File: src/hdl/utf8v_pkg.sv
// utf8v_pkg: shared types and constants of the utf-8 text validator
// register map, mode codes, second-byte range classes, step and result structs
// no dependencies
package utf8v_pkg;

    localparam int ADDR_W = 3;
    localparam int DATA_W = 32;
    localparam int COUNT_W = 17;
    localparam int MAX_W = 16;

    localparam logic [ADDR_W-3:0] REG_MODE      = 1'b0;
    localparam logic [ADDR_W-3:0] REG_MAX_BYTES = 1'b1;

    localparam logic [1:0] MODE_STRICT = 2'd0;
    localparam logic [1:0] MODE_CRLF   = 2'd1;
    localparam logic [1:0] MODE_LENGTH = 2'd2;

    localparam logic [COUNT_W-1:0] COUNT_MAX = 17'h10000;

    localparam logic [7:0] BYTE_CR    = 8'h0D;
    localparam logic [7:0] BYTE_LF    = 8'h0A;
    localparam logic [7:0] BYTE_SPACE = 8'h20;
    localparam logic [7:0] BYTE_DEL   = 8'h7F;
    localparam logic [7:0] LEAD2_LO   = 8'hC2;
    localparam logic [7:0] LEAD2_HI   = 8'hDF;
    localparam logic [7:0] LEAD3_LO   = 8'hE0;
    localparam logic [7:0] LEAD3_SUR  = 8'hED;
    localparam logic [7:0] LEAD3_HI   = 8'hEF;
    localparam logic [7:0] LEAD4_LO   = 8'hF0;
    localparam logic [7:0] LEAD4_HI   = 8'hF4;
    localparam logic [7:0] CONT_LO    = 8'h80;
    localparam logic [7:0] CONT_8F    = 8'h8F;
    localparam logic [7:0] CONT_90    = 8'h90;
    localparam logic [7:0] CONT_9F    = 8'h9F;
    localparam logic [7:0] CONT_A0    = 8'hA0;
    localparam logic [7:0] CONT_HI    = 8'hBF;

    typedef enum logic [2:0] {
        SEC_ANY   = 3'd0,
        SEC_A0_BF = 3'd1,
        SEC_80_9F = 3'd2,
        SEC_90_BF = 3'd3,
        SEC_80_8F = 3'd4
    } t_sec_class;

    typedef struct packed {
        logic [1:0]       mode;
        logic [MAX_W-1:0] max_bytes;
    } t_cfg;

    typedef struct packed {
        logic       take;
        logic       has_byte;
        logic       last;
        logic [7:0] data_byte;
    } t_step;

    typedef struct packed {
        logic               text_ok;
        logic [COUNT_W-1:0] text_length;
    } t_result;

endpackage

File: src/hdl/utf8v_apb_regs.sv
// utf8v_apb_regs: apb configuration registers (mode, max_bytes)
// depends on utf8v_pkg
module utf8v_apb_regs
    import utf8v_pkg::*;
(
    input  logic              i_clk,
    input  logic              i_rst_n,
    input  logic              psel,
    input  logic              penable,
    input  logic              pwrite,
    input  logic [ADDR_W-1:0] paddr,
    input  logic [DATA_W-1:0] pwdata,
    output logic [DATA_W-1:0] prdata,
    output logic              pready,
    output t_cfg              o_cfg
);

    logic [1:0]       r_mode;
    logic [MAX_W-1:0] r_max_bytes;
    logic             wr_en;
    logic [ADDR_W-3:0] reg_idx;

    assign pready  = 1'b1;
    assign wr_en   = psel && penable && pwrite;
    assign reg_idx = paddr[ADDR_W-1:2];

    always_ff @(posedge i_clk) begin
        if (!i_rst_n) begin
            r_mode      <= MODE_STRICT;
            r_max_bytes <= '0;
        end else if (wr_en) begin
            unique case (reg_idx)
                REG_MODE:      r_mode      <= pwdata[1:0];
                REG_MAX_BYTES: r_max_bytes <= pwdata[MAX_W-1:0];
                default: ;
            endcase
        end
    end

    always_comb begin
        unique case (reg_idx)
            REG_MODE:      prdata = {{(DATA_W-2){1'b0}}, r_mode};
            REG_MAX_BYTES: prdata = {{(DATA_W-MAX_W){1'b0}}, r_max_bytes};
            default:       prdata = '0;
        endcase
    end

    assign o_cfg.mode      = r_mode;
    assign o_cfg.max_bytes = r_max_bytes;

endmodule

File: src/hdl/utf8v_byte_check.sv
// utf8v_byte_check: per-text sequence state and combinational byte check
// computes the verdict for a closing item; depends on utf8v_pkg
module utf8v_byte_check
    import utf8v_pkg::*;
(
    input  logic    i_clk,
    input  logic    i_rst_n,
    input  t_cfg    i_cfg,
    input  t_step   i_step,
    output t_result o_result
);

    logic [1:0]         r_pending,   n_pending;
    t_sec_class         r_class,     n_class;
    logic               r_failed,    n_failed;
    logic [COUNT_W-1:0] r_count,     n_count;
    logic               r_at_second, n_at_second;

    logic [7:0] b;
    logic       is_cont;
    logic       sec_good;
    logic       good;
    logic       len_bad;
    logic       ok;

    assign b       = i_step.data_byte;
    assign is_cont = (b >= CONT_LO) && (b <= CONT_HI);

    always_comb begin
        unique case (r_class)
            SEC_A0_BF: sec_good = (b >= CONT_A0) && (b <= CONT_HI);
            SEC_80_9F: sec_good = (b >= CONT_LO) && (b <= CONT_9F);
            SEC_90_BF: sec_good = (b >= CONT_90) && (b <= CONT_HI);
            SEC_80_8F: sec_good = (b >= CONT_LO) && (b <= CONT_8F);
            default:   sec_good = is_cont;
        endcase
    end

    always_comb begin
        n_pending   = r_pending;
        n_class     = r_class;
        n_failed    = r_failed;
        n_count     = r_count;
        n_at_second = r_at_second;
        good        = 1'b0;
        if (i_step.has_byte) begin
            if (r_count != COUNT_MAX) begin
                n_count = r_count + 1'b1;
            end
            if (r_pending != 2'd0) begin
                good = r_at_second ? sec_good : is_cont;
                if (!good) begin
                    n_failed  = 1'b1;
                    n_pending = 2'd0;
                end else begin
                    n_pending = r_pending - 2'd1;
                end
                n_at_second = 1'b0;
                n_class     = SEC_ANY;
            end else if (b <= BYTE_DEL) begin
                if (((b < BYTE_SPACE) || (b == BYTE_DEL)) &&
                    !((i_cfg.mode == MODE_CRLF) && ((b == BYTE_CR) || (b == BYTE_LF)))) begin
                    n_failed = 1'b1;
                end
            end else if ((b >= LEAD2_LO) && (b <= LEAD2_HI)) begin
                n_pending   = 2'd1;
                n_class     = (b == LEAD2_LO) ? SEC_A0_BF : SEC_ANY;
                n_at_second = 1'b1;
            end else if ((b >= LEAD3_LO) && (b <= LEAD3_HI)) begin
                n_pending   = 2'd2;
                n_class     = (b == LEAD3_LO) ? SEC_A0_BF :
                              ((b == LEAD3_SUR) ? SEC_80_9F : SEC_ANY);
                n_at_second = 1'b1;
            end else if ((b >= LEAD4_LO) && (b <= LEAD4_HI)) begin
                n_pending   = 2'd3;
                n_class     = (b == LEAD4_LO) ? SEC_90_BF :
                              ((b == LEAD4_HI) ? SEC_80_8F : SEC_ANY);
                n_at_second = 1'b1;
            end else begin
                n_failed = 1'b1;
            end
        end
    end

    assign len_bad = (n_count == '0) || (i_cfg.max_bytes == '0) ||
                     (n_count > {1'b0, i_cfg.max_bytes});
    assign ok      = !n_failed && (n_pending == 2'd0) &&
                     !((i_cfg.mode == MODE_LENGTH) && len_bad);

    assign o_result.text_ok     = ok;
    assign o_result.text_length = n_count;

    always_ff @(posedge i_clk) begin
        if (!i_rst_n) begin
            r_pending   <= 2'd0;
            r_class     <= SEC_ANY;
            r_failed    <= 1'b0;
            r_count     <= '0;
            r_at_second <= 1'b0;
        end else if (i_step.take) begin
            if (i_step.last) begin
                r_pending   <= 2'd0;
                r_class     <= SEC_ANY;
                r_failed    <= 1'b0;
                r_count     <= '0;
                r_at_second <= 1'b0;
            end else begin
                r_pending   <= n_pending;
                r_class     <= n_class;
                r_failed    <= n_failed;
                r_count     <= n_count;
                r_at_second <= n_at_second;
            end
        end
    end

endmodule

File: src/hdl/utf8_text_validator_core.sv
// utf8_text_validator_core: top level, input register, result register, apb port
// depends on utf8v_pkg, utf8v_apb_regs, utf8v_byte_check
// the item marked last passes the input register, then its verdict enters the result register
// throughput: one item per cycle; a stalled result holds only closing items back
// reset (synchronous, active low) empties both registers, clears text state,
// sets mode to 0 and max_bytes to 0; no clearing pass, ready right after reset
module utf8_text_validator_core
    import utf8v_pkg::*;
(
    input  logic               i_clk,
    input  logic               i_rst_n,
    input  logic               i_in_valid,
    output logic               o_in_stall,
    input  logic [7:0]         i_data_byte,
    input  logic               i_has_byte,
    input  logic               i_last,
    output logic               o_out_valid,
    input  logic               i_out_stall,
    output logic               o_text_ok,
    output logic [COUNT_W-1:0] o_text_length,
    input  logic               psel,
    input  logic               penable,
    input  logic               pwrite,
    input  logic [ADDR_W-1:0]  paddr,
    input  logic [DATA_W-1:0]  pwdata,
    output logic [DATA_W-1:0]  prdata,
    output logic               pready
);

    logic               r_a_valid;
    logic [7:0]         r_a_byte;
    logic               r_a_has;
    logic               r_a_last;
    logic               r_out_valid;
    logic               r_text_ok;
    logic [COUNT_W-1:0] r_text_length;

    logic    out_free;
    logic    a_advance;
    logic    in_xfer;
    t_cfg    cfg;
    t_step   step;
    t_result result;

    assign out_free   = !r_out_valid || !i_out_stall;
    assign a_advance  = r_a_valid && (!r_a_last || out_free);
    assign o_in_stall = r_a_valid && !a_advance;
    assign in_xfer    = i_in_valid && !o_in_stall;

    utf8v_apb_regs u_regs (
        .i_clk   (i_clk),
        .i_rst_n (i_rst_n),
        .psel    (psel),
        .penable (penable),
        .pwrite  (pwrite),
        .paddr   (paddr),
        .pwdata  (pwdata),
        .prdata  (prdata),
        .pready  (pready),
        .o_cfg   (cfg)
    );

    assign step.take      = a_advance;
    assign step.has_byte  = r_a_has;
    assign step.last      = r_a_last;
    assign step.data_byte = r_a_byte;

    utf8v_byte_check u_check (
        .i_clk    (i_clk),
        .i_rst_n  (i_rst_n),
        .i_cfg    (cfg),
        .i_step   (step),
        .o_result (result)
    );

    always_ff @(posedge i_clk) begin
        if (!i_rst_n) begin
            r_a_valid <= 1'b0;
        end else if (in_xfer) begin
            r_a_valid <= 1'b1;
        end else if (a_advance) begin
            r_a_valid <= 1'b0;
        end
    end

    always_ff @(posedge i_clk) begin
        if (in_xfer) begin
            r_a_byte <= i_data_byte;
            r_a_has  <= i_has_byte;
            r_a_last <= i_last;
        end
    end

    always_ff @(posedge i_clk) begin
        if (!i_rst_n) begin
            r_out_valid <= 1'b0;
        end else if (a_advance && r_a_last) begin
            r_out_valid <= 1'b1;
        end else if (!i_out_stall) begin
            r_out_valid <= 1'b0;
        end
    end

    always_ff @(posedge i_clk) begin
        if (a_advance && r_a_last) begin
            r_text_ok     <= result.text_ok;
            r_text_length <= result.text_length;
        end
    end

    assign o_out_valid   = r_out_valid;
    assign o_text_ok     = r_text_ok;
    assign o_text_length = r_text_length;

    a_stall_needs_item: assert property (@(posedge i_clk) disable iff (!i_rst_n)
        o_in_stall |-> r_a_valid)
        else $error("input stalled with empty input register");

    a_last_gives_result: assert property (@(posedge i_clk) disable iff (!i_rst_n)
        (a_advance && r_a_last) |=> o_out_valid)
        else $error("closing item did not produce a result");

    a_no_spurious_result: assert property (@(posedge i_clk) disable iff (!i_rst_n)
        (!r_out_valid && !(a_advance && r_a_last)) |=> !o_out_valid)
        else $error("result appeared without a closing item");

    a_length_bound: assert property (@(posedge i_clk) disable iff (!i_rst_n)
        o_out_valid |-> (o_text_length <= COUNT_MAX))
        else $error("text length above saturation value");

endmodule
File: config.mk
export PLATFORM = sky130hd
export DESIGN_NAME = utf8_text_validator_core
export DESIGN_NICKNAME = d
export VERILOG_FILES = /design/src/hdl/utf8v_pkg.sv /design/src/hdl/utf8v_apb_regs.sv /design/src/hdl/utf8v_byte_check.sv /design/src/hdl/utf8_text_validator_core.sv
export SDC_FILE = /design/constraint.sdc
export NUM_CORES = 1
export LEC_CHECK = 0
export ABC_AREA = 1
export BUFFER_PORTS_ARGS = -buffer_cell sky130_fd_sc_hd__buf_2
export CAP_MARGIN = 20
export CELL_PAD_IN_SITES_DETAIL_PLACEMENT = 1
export CELL_PAD_IN_SITES_GLOBAL_PLACEMENT = 2
export CORE_ASPECT_RATIO = 1.1
export CORE_UTILIZATION = 31
export CTS_CLUSTER_SIZE = 12
export DETAILED_ROUTE_END_ITERATION = 8
export PLACE_DENSITY = 0.89
export SETUP_SLACK_MARGIN = 0.3
export SLEW_MARGIN = 30
export SYNTH_ARGS = -nofsm -noshare
export SYNTH_HDL_FRONTEND = slang
export SYNTH_SLANG_ARGS = --single-unit
File: constraint.sdc
create_clock -name i_clk -period 4.7 [get_ports i_clk]
set_input_delay 0.235 -clock i_clk [delete_from_list [all_inputs] [get_ports i_clk]]
set_output_delay 0.235 -clock i_clk [all_outputs]
set_load 0.03 [all_outputs]
==> run_results.csv <==
group,metric,value,unit
synth,synth_area_per_cell,6.95,um^2
routing,wirelength,12600,um
die,ios,105,
die,core_area,13700,um^2
timing,finalCritPeriodShare,62.3,%
placed_design,post-place-ws,1740,ps
power_and_ir_drop,vdd_drop_max,0.216,mV
placed_design,place_congestion,0.839,
routing,drtIter0Drc,127,
synth,synth_area_leaders,"dfxtp_1, edfxtp_1, nand2_1, inv_1, a21oi_1",
routing,wl_per_cell,14.2,um
synth,syn_area,4350,um^2
synth,synth_cells,626,
global_route,grt_pass1_vias,4188,
worst_hold_path,hold_class,"input pin to register",
synth,ys_seq_area_share,39.6,%
die,die_w,115,um
timing,fmax,0.342,GHz
die,start_util,31.6,%
clock_tree,cts_tree,"done",
cells_and_area,mostFrequentLayoutCells,"nand2_1, inv_1, buf_2, nor2_1, a21oi_1",
routing,postRouteAntennaNets,0,
global_route,track_usage,18.6,%
cells_and_area,final_common_cell,"nand2_1",
routing,vias_per_cell,4.69,
clock_tree,clk_latency,350,ps
timing,finClkSkew,8.97,ps
global_route,grt_pass1_wl,20600,um
die,dieArea,14500,um^2
routing,vias,4136,
power_and_ir_drop,p_leak,0.00245,uW
cells_and_area,fin_nets,760,
run_status,status,"finished clean",
cells_and_area,final_layout_size_suffix_gt1_share,14.3,%
cells_and_area,fin_util,36.7,%
placed_design,port_buffers,69,
clock_tree,cts_resized,0,
timing,drv_slew,0,
synth,yosys_warnings,0,
setup_path,path_class,"register to register",
setup_path,endpoint_kind,"register",
setup_path,arrival,3020,ps
timing,fin_ws,1770,ps
timing,period_needed,2930,ps
timing,finalSetupViolCount,0,
clock_tree,clockBufferDepth,2,
cells_and_area,area_growth,16.1,%
global_route,grt_max_degree,32,
timing,tns,0,ps
cells_and_area,diodes,0,
timing,worst_pin_slew,847,ps
setup_path,worst_setup_path_start_kind,"register",
setup_path,required,4790,ps
cells_and_area,num-fill-cells,1833,
clock_tree,hold_buffers,0,
synth,synth_seq_cells,72,
clock_tree,cts_buffers,9,
placed_design,dp_hpwl,9740,um
die,num_rows,45,
timing,hold_viol,0,
clock_tree,root_buffer,"clkbuf_16",
global_route,gr-total-overflow,0,
routing,drc,0,
synth,netlist.area_leader.share,20.3,%
synth,netlist-cell-type-count,32,
timing,rsz0062_at_grt,"false",
clock_tree,cts_num_sinks,72,
routing,first_pass_iters,4,
timing,maxSlewHeadroom,43.4,%
setup_path,path_max_fanout,6,
die,die-height,126,um
global_route,grt_antenna_before_repair,0,
synth,yosysTopAreaCell,"dfxtp_1",
clock_tree,postCtsSetupRepairBufs,0,
clock_tree,h-tree-depth,3,
clock_tree,cts.clk_slew.worst_paths,60,ps
power_and_ir_drop,power,1520,uW
power_and_ir_drop,p_per_area,302,nW/um^2
run,max_cap_viol_count,0,
-- sequential cells by signal, indices dropped and copies added (netlist names) --
signal,cells
u_check.r_failed,1
u_regs.r_mode,2
o_text_length,17
u_check.r_pending,2
u_check.r_class,3
u_regs.r_max_bytes,16
u_check.r_count,17
r_a_byte,8
o_out_valid,1
r_a_last,1
r_a_has,1
r_a_valid,1
u_check.r_at_second,1
o_text_ok,1
-- critical path, cell delays in order (launching register included) --
cell and delay, ps:
dfxtp_1 410, ha_1 300, inv_1 80, nor2_2 220, nand2_1 100, xor2_1 140, nand2_1 70, nand2_1 80
inv_1 100, ha_1 310, nand2_1 70, nor2_1 190, nand3_1 100, nand3_1 90, nand2_1 60, nand3_1 70
nand2_1 50, nand2_1 40, o21bai_1 120, a21oi_1 90
-- layer usage --
layer | global-route usage [%] | up-vias | wire length, um
li1 | - | 2093 | -
met1 | 22.5 | 1962 | 5630
met2 | 32.5 | 67 | 6250
met3 | 2.60 | 14 | 418
met4 | 8.02 | 0 | 267
met5 | 0 | - | 0
-- cell usage after synthesis --
cell type / n
nand3_1: 42
o21ai_1: 1
o21ai_0: 26
a21oi_1: 51
buf_2: 3
xor2_1: 3
a21o_1: 2
buf_4: 17
o22ai_1: 1
nand2_1: 192
ha_1: 19
nor2_1: 51
clkbuf_8: 1
o211ai_1: 1
o21bai_1: 2
nor4_1: 1
or2_2: 1
o21ai_2: 1
nor3_1: 2
nor2_4: 2
conb_1: 2
clkbuf_1: 11
edfxtp_1: 28
dfxtp_1: 44
nor2_2: 5
inv_1: 94
buf_6: 1
inv_2: 1
nand4_1: 15
nand2_4: 2
nand2_2: 3
dlymetal6s2s_1: 1
-- area by class of cell --
class                           count  area, um^2  share of cell area, %
Tap cell                          188         235                   4.66
Sequential cell                    72        1720                   34.1
Clock buffer                       13         250                   4.96
Multi-Input combinational cell    440        2100                   41.7
Clock inverter                      3        17.5                  0.347
Timing Repair Buffer               71         360                   7.14
Inverter                           95         357                   7.07
-- final timing paths --
kind	from	to	slack, ps	cells past startpoint
max reg2reg	u_check.r_count[1]	o_text_ok	1770	19
min reg2reg	u_check.r_pending[0]	u_check.r_pending[0]	490	2
min	i_data_byte[3]	r_a_byte[3]	60	1
max	u_check.r_count[1]	o_text_ok	1770	19
-- power by group --
part | leakage [uW] | internal (uW) | switching, uW
registers | 0.000628 | 669 | 14.9
clock network | 0.000130 | 370 | 264
logic | 0.00169 | 61.3 | 144
total | 0.00245 | 1100 | 422
-- stage by stage --
stage	hold slack [ps]	instances	instance area, um^2
global route	52.9	882	5050
floorplan	334	641	4400
detailed placement	414	866	4780
CTS	50.7	882	5050
finish	62.7	882	5050
global placement	411	866	4780
-- cells by family (layout without fill, tap and decap cells) --
family	Yosys count	after routing	synth area share, %
other cells	2	17	0.173
fa+ha+maj	19	19	5.47
simple gates	316	316	30.7
xor+xnor	3	3	0.604
compound gates	85	85	10.2
buf+inv	129	182	13.3
flops	72	72	39.6
No activity file was read; power rests on OpenSTA's default activity.
